`config.mk`:
```
export PLATFORM = sky130hd
export DESIGN_NAME = pooled_sorted_linked_list
export DESIGN_NICKNAME = d
export VERILOG_FILES = /design/src/psll_pkg.sv /design/src/pooled_sorted_linked_list.sv /design/src/psll_datapath.sv /design/src/psll_ctrl.sv
export VERILOG_INCLUDE_DIRS = /design/src /design/src/src
export SDC_FILE = /design/constraint.sdc
export NUM_CORES = 2
export LEC_CHECK = 0
export ABC_CLOCK_PERIOD_IN_PS = 6100
export BUFFER_PORTS_ARGS = -buffer_cell sky130_fd_sc_hd__buf_2
export CAP_MARGIN = 20
export CORE_ASPECT_RATIO = 1.25
export CORE_MARGIN = 2
export CORE_UTILIZATION = 37
export DETAILED_ROUTE_END_ITERATION = 8
export GPL_TIMING_DRIVEN = 0
export PLACE_DENSITY = 0.58
export SYNTH_ARGS = -nofsm -noshare
export SYNTH_HDL_FRONTEND = slang
export SYNTH_SLANG_ARGS = --single-unit
```
`constraint.sdc`:
```
create_clock -name clk -period 6.1 [get_ports clk]
set_input_delay 0.61 -clock clk [delete_from_list [all_inputs] [get_ports clk]]
set_output_delay 0.61 -clock clk [all_outputs]
set_load 0.02 [all_outputs]
```
`src/pooled_sorted_linked_list_macros.svh`:
```
// Assertion macros for the pooled sorted linked list.
// Expects clk and rst in scope where used.
`ifndef POOLED_SORTED_LINKED_LIST_MACROS_SVH
`define POOLED_SORTED_LINKED_LIST_MACROS_SVH

// Condition holds at every edge out of reset.
`define PSLL_ASSERT_ALWAYS(lbl, cond, msg) \
  lbl: assert property (@(posedge clk) disable iff (rst) (cond)) else $error(msg);

// Antecedent implies consequent in the same cycle.
`define PSLL_ASSERT_IMPLIES(lbl, ante, cons, msg) \
  lbl: assert property (@(posedge clk) disable iff (rst) (ante) |-> (cons)) else $error(msg);

`endif

```
`src/psll_pkg.sv`:
```
// Shared constants, request codes and controller/datapath interface types
// for the pooled sorted linked list. No dependencies.
package psll_pkg;

  localparam int CAPACITY_DEF     = 64;
  localparam int PAYLOAD_BITS_DEF = 32;
  localparam int KEY_BITS         = 32;
  localparam int KIND_BITS        = 3;
  localparam int POS_BITS         = 6;
  localparam int SLOT_OUT_BITS    = 6;
  localparam int COUNT_OUT_BITS   = 7;

  localparam logic [KIND_BITS-1:0] KIND_PUSH   = 3'd0;
  localparam logic [KIND_BITS-1:0] KIND_INSERT = 3'd1;
  localparam logic [KIND_BITS-1:0] KIND_REMKEY = 3'd2;
  localparam logic [KIND_BITS-1:0] KIND_REMPOS = 3'd3;
  localparam logic [KIND_BITS-1:0] KIND_SEARCH = 3'd4;

  typedef struct packed {
    logic clear;
    logic load_req;
    logic start;
    logic step;
    logic free_rd;
    logic ins_a;
    logic ins_b;
    logic rem_a;
    logic rem_b;
    logic mark_found;
    logic mark_fail;
    logic out_load;
  } cmd_t;

  typedef struct packed {
    logic [KIND_BITS-1:0] kind;
    logic                 free_null;
    logic                 prev_null;
    logic                 walk_cont;
    logic                 found;
    logic                 clear_done;
  } stat_t;

endpackage

```
`src/pooled_sorted_linked_list.sv`:
```
// Pooled sorted linked list: one result word per request word.
// Push takes no walk, and an unused kind fails at once; walking requests
// (search, ordered insert, removal) follow the list one link per cycle
// through the registered link store read. The next word is accepted only
// once the result is loaded. After reset the free chain is rebuilt, with
// no word accepted meanwhile.
module pooled_sorted_linked_list import psll_pkg::*; #(
  parameter int CAPACITY     = CAPACITY_DEF,
  parameter int PAYLOAD_BITS = PAYLOAD_BITS_DEF
) (
  input  logic                       clk,
  input  logic                       rst,
  input  logic                       in_valid,
  output logic                       in_ready,
  input  logic [KIND_BITS-1:0]       kind,
  input  logic signed [KEY_BITS-1:0] key,
  input  logic [PAYLOAD_BITS-1:0]    payload,
  input  logic [POS_BITS-1:0]        position,
  output logic                       out_valid,
  input  logic                       out_ready,
  output logic                       ok,
  output logic [SLOT_OUT_BITS-1:0]   slot,
  output logic [COUNT_OUT_BITS-1:0]  count
);

  cmd_t  cmd;
  stat_t stat;

  psll_ctrl u_ctrl (
    .clk       (clk),
    .rst       (rst),
    .in_valid  (in_valid),
    .in_ready  (in_ready),
    .out_valid (out_valid),
    .out_ready (out_ready),
    .stat      (stat),
    .cmd       (cmd)
  );

  psll_datapath #(
    .CAPACITY     (CAPACITY),
    .PAYLOAD_BITS (PAYLOAD_BITS)
  ) u_dp (
    .clk      (clk),
    .rst      (rst),
    .cmd      (cmd),
    .stat     (stat),
    .kind     (kind),
    .key      (key),
    .payload  (payload),
    .position (position),
    .ok       (ok),
    .slot     (slot),
    .count    (count)
  );

endmodule

```
`src/psll_datapath.sv`:
```
// Datapath: link, key and payload stores, list pointers, walk registers
// and result registers. Depends on psll_pkg and the assertion macros.
`include "pooled_sorted_linked_list_macros.svh"

module psll_datapath import psll_pkg::*; #(
  parameter int CAPACITY     = CAPACITY_DEF,
  parameter int PAYLOAD_BITS = PAYLOAD_BITS_DEF
) (
  input  logic                       clk,
  input  logic                       rst,
  input  cmd_t                       cmd,
  output stat_t                      stat,
  input  logic [KIND_BITS-1:0]       kind,
  input  logic signed [KEY_BITS-1:0] key,
  input  logic [PAYLOAD_BITS-1:0]    payload,
  input  logic [POS_BITS-1:0]        position,
  output logic                       ok,
  output logic [SLOT_OUT_BITS-1:0]   slot,
  output logic [COUNT_OUT_BITS-1:0]  count
);

  localparam int SB = $clog2(CAPACITY);
  localparam int PB = SB + 1;
  localparam int CB = $clog2(CAPACITY + 1);
  localparam logic [PB-1:0] NIL = PB'(CAPACITY);

  logic [PB-1:0] next_link [CAPACITY];
  logic signed [KEY_BITS-1:0] key_store [CAPACITY];
  logic [PAYLOAD_BITS-1:0] payload_store [CAPACITY];

  logic [KIND_BITS-1:0]       req_kind;
  logic signed [KEY_BITS-1:0] req_key;
  logic [PAYLOAD_BITS-1:0]    req_pay;
  logic [POS_BITS-1:0]        req_pos;

  logic [PB-1:0] head, free_head, cur, prev, sel;
  logic [CB-1:0] steps, cnt;
  logic [SB-1:0] clr_idx;
  logic          res_ok;
  logic [PB-1:0] link_q;
  logic signed [KEY_BITS-1:0] key_q;

  logic          rd_en, wr_en;
  logic [SB-1:0] rd_addr, wr_addr;
  logic [PB-1:0] wr_data;
  logic          cur_null, head_null, link_null, lt_cap;

  assign cur_null  = cur >= NIL;
  assign head_null = head >= NIL;
  assign link_null = link_q >= NIL;
  assign lt_cap    = steps < CB'(CAPACITY);

  always_comb begin
    rd_en   = 1'b0;
    rd_addr = head[SB-1:0];
    if (cmd.start) begin
      rd_en = !head_null;
    end else if (cmd.step) begin
      rd_en   = !link_null;
      rd_addr = link_q[SB-1:0];
    end else if (cmd.free_rd) begin
      rd_en   = 1'b1;
      rd_addr = free_head[SB-1:0];
    end
  end

  always_comb begin
    wr_en   = 1'b1;
    wr_addr = sel[SB-1:0];
    wr_data = cur;
    priority if (cmd.clear) begin
      wr_addr = clr_idx;
      wr_data = PB'(clr_idx) + PB'(1);
    end else if (cmd.ins_a) begin
      wr_data = cur;
    end else if (cmd.ins_b) begin
      wr_addr = prev[SB-1:0];
      wr_data = sel;
    end else if (cmd.rem_a) begin
      wr_data = free_head;
    end else if (cmd.rem_b) begin
      wr_addr = prev[SB-1:0];
      wr_data = link_q;
    end else begin
      wr_en = 1'b0;
    end
  end

  always_ff @(posedge clk) begin
    if (rd_en) begin
      link_q <= next_link[rd_addr];
      key_q  <= key_store[rd_addr];
    end
    if (wr_en) begin
      next_link[wr_addr] <= wr_data;
    end
    if (cmd.ins_a) begin
      key_store[sel[SB-1:0]]     <= req_key;
      payload_store[sel[SB-1:0]] <= req_pay;
    end
  end

  always_ff @(posedge clk) begin
    if (cmd.load_req) begin
      req_kind <= kind;
      req_key  <= key;
      req_pay  <= payload;
      req_pos  <= position;
    end
    if (cmd.start) begin
      cur   <= head;
      prev  <= NIL;
      steps <= '0;
    end else if (cmd.step) begin
      prev  <= cur;
      cur   <= link_q;
      steps <= steps + CB'(1);
    end
    if (cmd.out_load) begin
      ok    <= res_ok;
      slot  <= SLOT_OUT_BITS'(sel);
      count <= COUNT_OUT_BITS'(cnt);
    end
  end

  always_ff @(posedge clk) begin
    if (rst) begin
      head      <= NIL;
      free_head <= '0;
      cnt       <= '0;
      clr_idx   <= '0;
      res_ok    <= 1'b0;
      sel       <= '0;
    end else begin
      if (cmd.clear) clr_idx <= clr_idx + SB'(1);
      if (cmd.mark_fail) begin
        res_ok <= 1'b0;
        sel    <= '0;
      end else if (cmd.mark_found) begin
        res_ok <= 1'b1;
        sel    <= cur;
      end else if (cmd.free_rd) begin
        res_ok <= 1'b1;
        sel    <= free_head;
      end
      if (cmd.ins_a) begin
        // take the head of the free chain
        free_head <= link_q;
        cnt       <= cnt + CB'(1);
        if (prev >= NIL) head <= sel;
      end
      if (cmd.rem_a) begin
        // return the slot to the free chain, bypass it in the list
        free_head <= sel;
        if (cnt != '0) cnt <= cnt - CB'(1);
        if (prev >= NIL) head <= link_q;
      end
    end
  end

  always_comb begin
    stat.kind       = req_kind;
    stat.free_null  = free_head >= NIL;
    stat.prev_null  = prev >= NIL;
    stat.clear_done = clr_idx == SB'(CAPACITY - 1);
    unique case (req_kind)
      KIND_INSERT: stat.walk_cont = !cur_null && lt_cap && (key_q <= req_key);
      KIND_REMKEY,
      KIND_SEARCH: stat.walk_cont = !cur_null && lt_cap && (key_q != req_key);
      KIND_REMPOS: stat.walk_cont = !cur_null && (32'(steps) < 32'(req_pos));
      default:     stat.walk_cont = 1'b0;
    endcase
    if (req_kind == KIND_REMPOS) stat.found = !cur_null;
    else                         stat.found = !cur_null && lt_cap;
  end

  `PSLL_ASSERT_ALWAYS(a_cnt_bound, cnt <= CB'(CAPACITY), "entry count beyond capacity")
  `PSLL_ASSERT_IMPLIES(a_fail_slot, !res_ok, sel == '0, "failed result carries a slot")
  `PSLL_ASSERT_IMPLIES(a_ins_free, cmd.ins_a, free_head < NIL, "insert with empty free chain")

endmodule

```
`src/psll_ctrl.sv`:
```
// Controller: sequences clearing, list walks and link write-back, and
// owns the handshakes. Depends on psll_pkg.
module psll_ctrl import psll_pkg::*; (
  input  logic  clk,
  input  logic  rst,
  input  logic  in_valid,
  output logic  in_ready,
  output logic  out_valid,
  input  logic  out_ready,
  input  stat_t stat,
  output cmd_t  cmd
);

  typedef enum logic [2:0] {
    S_CLEAR, S_IDLE, S_START, S_WALK, S_FREE, S_WRA, S_WRB, S_DONE
  } state_t;

  state_t state, state_next;
  logic   is_ins;

  assign in_ready = state == S_IDLE;
  assign is_ins   = stat.kind == KIND_PUSH || stat.kind == KIND_INSERT;

  always_comb begin
    cmd        = '0;
    state_next = state;
    unique case (state)
      S_CLEAR: begin
        cmd.clear = 1'b1;
        if (stat.clear_done) state_next = S_IDLE;
      end
      S_IDLE: begin
        cmd.load_req = in_valid;
        if (in_valid) state_next = S_START;
      end
      S_START: begin
        cmd.start = 1'b1;
        unique case (stat.kind)
          KIND_PUSH, KIND_INSERT: begin
            if (stat.free_null) begin
              cmd.mark_fail = 1'b1;
              state_next    = S_DONE;
            end else begin
              state_next = (stat.kind == KIND_PUSH) ? S_FREE : S_WALK;
            end
          end
          KIND_REMKEY, KIND_REMPOS, KIND_SEARCH: state_next = S_WALK;
          default: begin
            cmd.mark_fail = 1'b1;
            state_next    = S_DONE;
          end
        endcase
      end
      S_WALK: begin
        if (stat.walk_cont) begin
          cmd.step = 1'b1;
        end else if (stat.kind == KIND_INSERT) begin
          state_next = S_FREE;
        end else if (stat.found) begin
          cmd.mark_found = 1'b1;
          state_next     = (stat.kind == KIND_SEARCH) ? S_DONE : S_WRA;
        end else begin
          cmd.mark_fail = 1'b1;
          state_next    = S_DONE;
        end
      end
      S_FREE: begin
        cmd.free_rd = 1'b1;
        state_next  = S_WRA;
      end
      S_WRA: begin
        cmd.ins_a  = is_ins;
        cmd.rem_a  = !is_ins;
        state_next = stat.prev_null ? S_DONE : S_WRB;
      end
      S_WRB: begin
        cmd.ins_b  = is_ins;
        cmd.rem_b  = !is_ins;
        state_next = S_DONE;
      end
      S_DONE: begin
        // hold the result until the output register is free
        cmd.out_load = !out_valid || out_ready;
        if (cmd.out_load) state_next = S_IDLE;
      end
      default: state_next = S_IDLE;
    endcase
  end

  always_ff @(posedge clk) begin
    if (rst) begin
      state     <= S_CLEAR;
      out_valid <= 1'b0;
    end else begin
      state <= state_next;
      if (cmd.out_load)   out_valid <= 1'b1;
      else if (out_ready) out_valid <= 1'b0;
    end
  end

endmodule
```
Word-level counts from Yosys, hierarchy flattened:

Memory sizes are Yosys's and may differ from the RTL's. A register that Yosys moved wholly into a read port is not among the register bits.
Cells that the tools add are included.

* input port bits: 77
* output and inout port bits: 16
* flip-flop bits (word level): 115
* memories: 2
* RAM bits: 2496

* $lt $le $gt $ge: 8
* equal/unequal tests: 17
* reductions and logical operators: 23
* $add $sub $neg: 5
* mux-type cells: 75

Memory list
* u_dp.key_store: depth 64, width 32, read ports 1, clocked after Yosys merged registers in 1, wr ports 1, RTL line psll_datapath.sv:28 `logic signed [KEY_BITS-1:0] key_store [CAPACITY];`
* u_dp.next_link: depth 64, width 7, read ports 1, clocked after Yosys merged registers in 1, wr ports 1, RTL line psll_datapath.sv:27 `logic [PB-1:0] next_link [CAPACITY];`

Operators with widths (count)
* $mux W7: 18
* $mux W6: 8
* $ge A7 B7 Y1 const B: 5
* $mux W1: 33
* $le A32 B32 Y1: 1
* $ne A32 B32 Y1: 1
* $mux W3: 8
* $pmux W3 S8: 1
* $eq A3 B3 Y1 const B: 5
* $add A7 B1 Y7 const B: 2
* $eq A3 B2 Y1 const B: 4
* $reduce_bool A2 Y1: 4
* $add A6 B1 Y7 const B: 1
* $lt A7 B6 Y1: 1
* $lt A7 B7 Y1 const B: 1
* $reduce_bool A7 Y1: 1
* $sub A7 B1 Y7 const B: 1
* $add A6 B1 Y6 const B: 1
* $eq A3 B1 Y1 const B: 2
* $eq A6 B6 Y1 const B: 1
* $logic_not A3 Y1: 2
* $mux W2: 3
* $ne A2 B2 Y1 const B: 3
* $pmux W3 S2: 1
* 9 further kinds: 20

Depth between registers and ports, before layout:

* word-level depth: 11
* depth in mapped cells: 18

Modules after synthesis:

From an unflattened synthesis, not the netlist that was laid out.

* cells, all modules: 6547
* area total of the unflattened synthesis: 106154.3 sq um

Modules (own cells, without submodules)
* psll_datapath: instances 1, seq. area each 78965.7 sq um, cells each 6488, area each 105718.9 sq um
* psll_ctrl: instances 1, seq. area each 80.1 sq um, cells each 59, area each 435.4 sq um

Worst setup path before layout:

OpenSTA, ideal clock, no wires.

* path kind: flip-flop to flip-flop
* start point: reg u_dp.req_key[31]
* end point: reg u_dp.key_q[0], read port of u_dp.key_store (enable)
* clock period less this slack: 6.605 ns
* setup time: 0.489 ns
* stages on the path, launching flop included: 12
* data required time: 5.611 ns
* arrival: 6.116 ns
* slack: -0.505 ns
* cell sequence: edfxtp_1 inv_1 ha_1 nand4_1 nor4_2 nand3_1 o21a_1 nand2_2 buf_4 buf_1 nor2_1 o21ai_0

* cells in the longest elaborated chain, start to end: 7
* elaborated cells between the ends (all ways): 11
* those cells by class: 1 x order compare; 1 x eq/ne; 7 x mux; 2 x reduce/logical

Ends and longest elaborated chain
* start, declared: RTL line psll_datapath.sv:32 `logic signed [KEY_BITS-1:0] req_key;`
* start signal, assigned: RTL line psll_datapath.sv:106 `req_key <= key;`
* $le A32 B32 Y1 / $ne A32 B32 Y1 (equally long branches): RTL line psll_datapath.sv:167, psll_datapath.sv:169
* $logic_and A1 B1 Y1 (on tied branches): RTL line psll_datapath.sv:167, psll_datapath.sv:169
* $pmux W1 S3 (*): RTL line psll_datapath.sv:166 `unique case (req_kind)`
* $mux W1 (*): RTL line psll_ctrl.sv:55 `if (stat.walk_cont) begin`
* $mux W1 (*): RTL line psll_ctrl.sv:27 `unique case (state)`
* $mux W1 (*): RTL line psll_datapath.sv:58 `end else if (cmd.step) begin`
* $mux W1 (*): RTL line psll_datapath.sv:56 `if (cmd.start) begin`
* named net u_dp.rd_en: RTL line psll_datapath.sv:43 `logic rd_en, wr_en;`
* end, declared: RTL line psll_datapath.sv:41 `logic signed [KEY_BITS-1:0] key_q;`

Mark *: on every way through the listed nets, which the timed path passes. The rest lies on a longest branch.
A chain may end at the register's enable or synchronous reset.

Final worst setup path:

* start point: reg u_dp.req_key[31]
* end point: reg u_dp.link_q[5], read port of u_dp.next_link (data pin)

* cells in the longest elaborated chain, start to end: 7
* elaborated cells between the ends (all ways): 11
* those cells by class: 1 x order compare; 1 x eq/ne; 7 x mux; 2 x reduce/logical

Ends and longest elaborated chain
* $le A32 B32 Y1 / $ne A32 B32 Y1 (equally long branches): RTL line psll_datapath.sv:167, psll_datapath.sv:169
* $logic_and A1 B1 Y1 (on tied branches): RTL line psll_datapath.sv:167, psll_datapath.sv:169
* $pmux W1 S3 (*): RTL line psll_datapath.sv:166
* $mux W1 (*): RTL line psll_ctrl.sv:55
* $mux W1 (*): RTL line psll_ctrl.sv:27
* $mux W6 / $mux W1 (equally long branches): RTL line psll_datapath.sv:58
* $mux W6 / $mux W1 (equally long branches): RTL line psll_datapath.sv:56
* end, declared: RTL line psll_datapath.sv:40 `logic [PB-1:0] link_q;`

Every way passes the cells marked *; elsewhere a longest branch is shown, timed or not.

==> flow_summary.ini <==
[placement]
port-buffer-count = 60
hpwl_mm = 266.1
post-place-ws_ns = -2.134
gp_congestion = 1.014

[worst_hold_path]
worstHoldPathType = primary input to register

[timing]
fin_skew_ns = 0.08209
worstMarginPinSlew_ns = 1.255
maxSlewViolCount = 0
rsz0062_at_grt = yes
setup_viol = 6
fin_crit_ns = 6.170
slew_headroom = 0.1608
fmax_mhz = 162.1
fin_crit_sh = 1.011
whs_ns = 0.03420
setup_ws_ns = -0.06987
hold_viol_final = 0
finalSetupTns_ns = -0.1940

[yosys]
synth_edf_count = 2597
syn-cell-area_um2 = 104200
post-synth-top-area-cell = edfxtp_1
yosys_warnings = 0
async_flop_share = 0
yosysSeqAreaShare = 0.7583
synth_area_leaders = edfxtp_1 (75%), nand2_1 (7.5%), nand3_1 (3.0%)
ys_types = 83
syn-num-nets = 7683
synth_top_cell_area_share = 0.7482
synthFlopType = edfxtp_1
syn-instance-count = 7565
syn_area_per_cell_um2 = 13.78
ys_seq_elements = 2650

[drt]
dr_wl_met2_mm = 176.4
viasPerCell = 5.755
met3_length_mm = 40.26
first_pass_iters = 8
routed_wl_mm = 377.0
ant_nets = 0
wl_met1_mm = 137.3
vias = 70065
dr.max_layer_used = met5
drt_iter0_markers = 10609
routedWlPerCell_um = 30.97
drc = 0

[critical_path]
worstSetupPathType = register to register
arrival_ns = 6.76
crit_buf_inv = 7
endpoint_kind = register
worstSetupStartpointType = register
worstPathRequired_ns = 6.69
path_cells = buf_16, buf_16, inv_1, ha_1, nand4_1, buf_4, nor2_2, a21oi_1, a211oi_1, o21ba_2, a21oi_2, or3_1, buf_2, buf_4, buf_2, nand2_1, nand3_1, o311ai_0, nor4b_2, nor4_1
slowest_delay_ns = 0.61
slowest_stage = nor4_1
crit_family = buffers and inverters
crit_fanout = 31

[clock_tree]
cts.sink_count = 2650
clk_pin_slew_ns = 0.07
htree_levels = 5
clock_latency_ns = 0.89
cts_buffer_depth = 4
cts_tree = built
cts_buffers = 274
cts_root_buf = clkbuf_16

[final_layout]
multi_input_area_um2 = 24470
drive_gt1_frac = 0.1466
register_area_um2 = 79050
fillers = 24651
final_nets = 8315
final_core_util = 0.4468
syn_to_final_growth_pct = 20.00

[status]
violations = negative setup slack
outcome = finished with violations

[die]
core_um2 = 279900
die_area_um2 = 286000
io_pins = 93
die_h_um = 597.4
std_cell_rows = 217
start_util = 0.3724
dieWidth_um = 478.7

[pwr]
leakage_nw = 40.65
powerDensity_nw_per_um2 = 381.4
ir_worst_vdd_uv = 399.0

[flow_run]
drv_cap = 0

[global_routing]
grt-ovfl-total = 0
track_usage = 0.2564
grt_max_degree = 42
grt_pass1_vias = 66969
antenna_found_initial = 56
grt_pass1_wl_mm = 517.3
[cell usage after synthesis, types with 4 or more instances]
library cell  instances
edfxtp_1           2597
nand2_1            2086
nand3_1             635
a32oi_1             290
nor2_1              225
buf_2               214
mux2i_1             204
a21oi_1             194
clkbuf_1            188
a31oi_1             154
o21ai_0             105
nand4_1              88
o22ai_1              77
dfxtp_1              53
inv_1                44
and3_1               41
ha_1                 41
buf_1                38
nor4_1               37
a311oi_1             27
buf_4                25
nor2b_1              13
nor3_1               13
xnor2_1              12
a211oi_1              8
mux2_2                8
o21a_1                8
a22oi_1               7
o31ai_1               7
and2_1                6
buf_6                 6
xor2_1                6
nand3b_1              5
nor4b_1               5
o211ai_1              5
or3_1                 5
a221o_1               4
a221oi_1              4
mux4_2                4
o211a_1               4
o21ai_1               4
o221ai_1              4
[sequential cells by signal, summed over array words and instances, names as in the netlist]
| register | flops |
|---|---|
| u_dp.key_store | 2048 |
| u_dp.next_link | 448 |
| u_dp.key_q | 32 |
| u_dp.req_key | 32 |
| u_dp.cnt | 7 |
| u_dp.count | 7 |
| u_dp.cur | 7 |
| u_dp.free_head | 7 |
| u_dp.head | 7 |
| u_dp.link_q | 7 |
| u_dp.prev | 7 |
| u_dp.sel | 7 |
| u_dp.steps | 7 |
| u_dp.clr_idx | 6 |
| u_dp.req_pos | 6 |
| u_dp.slot | 6 |
| u_ctrl.state | 3 |
| u_dp.req_kind | 3 |
| u_ctrl.out_valid | 1 |
| u_dp.ok | 1 |
| u_dp.res_ok | 1 |
[power by group]
part	internal, mW	switching (mW)	total (mW)	leakage [nW]
Sequential	21.6	0.173	21.7	23.9
Combinational	2.51	6.96	9.47	12.6
Clock	9.41	7.10	16.5	4.20
[layer usage]
layer  GRT usage  vias up
li1            -    29693
met1      0.3230    35348
met2      0.4099     4176
met3     0.05714      814
met4      0.1421       34
met5           0        -
[timing repair]
action,in CTS,in global routing
hold buffers,41,0
hold endpoints to repair,41,0
gates resized for setup,274,78
endpoints found under the setup margin,39,39
pin swaps,7,4
setup buffers,37,21
[layout by cell type, fill, tap and decap left out, types with 92 or more instances in the layout]
cell type,synthesis,final
clkbuf_16,0,283
clkbuf_1,188,178
edfxtp_1,2597,2597
nand2_1,2086,2082
nand3_1,635,633
a21oi_1,194,192
buf_2,214,229
buf_4,25,126
nor2_1,225,158
buf_12,0,92
mux2i_1,204,203
a32oi_1,290,290
a31oi_1,154,107
[cell families after synthesis]
kind of cell | share of synthesized area
buf+inv | 0.02245
simple gates | 0.1293
flops | 0.7583
xor+xnor | 0.001512
mux | 0.02132
compound gates | 0.06217
fa+ha+maj | 0.004921
[per-stage QoR]
stage	total power, mW	area [µm²]	instances
6_report	47.70	125100	12175
3_3_place_gp	29.92	109200	11348
3_5_place_dp	30.95	114100	11542
4_1_cts	47.45	124400	12100
5_1_grt	48.81	125100	12173
2_1_floorplan	26.19	104200	7565
[worst register-to-register path, stage by stage (launching register included)]
cell	delay [ns]
edfxtp_1	0.53
buf_16	0.22
buf_16	0.20
inv_1	0.08
ha_1	0.50
nand4_1	0.16
buf_4	0.20
nor2_2	0.25
a21oi_1	0.26
a211oi_1	0.31
o21ba_2	0.24
a21oi_2	0.42
or3_1	0.18
buf_2	0.17
buf_4	0.38
buf_2	0.48
nand2_1	0.10
nand3_1	0.14
o311ai_0	0.26
nor4b_2	0.25
nor4_1	0.61
[worst paths after layout]
kind                    startpoint          endpoint  slack, ns  cells past startpoint
setup / recovery  u_dp.req_key[31]    u_dp.link_q[5]      -0.07                     20
hold / removal             key[10]  u_dp.req_key[10]       0.03                      1
hold reg to reg        u_dp.cnt[4]     u_dp.count[4]       0.43                      0
setup reg to reg  u_dp.req_key[31]    u_dp.link_q[5]      -0.07                     20
[final cells by class]
class,instances,area share
inverters,44,0.001320
clock inverters,145,0.01024
multi-input cells,4400,0.1956
well taps,3723,0.03724
clock buffers,335,0.05834
diodes,51,0.001020
flip-flops and latches,2650,0.6319
plain buffers,471,0.01995
repair buffers,356,0.04432
Power figures use the tool's default switching activity.
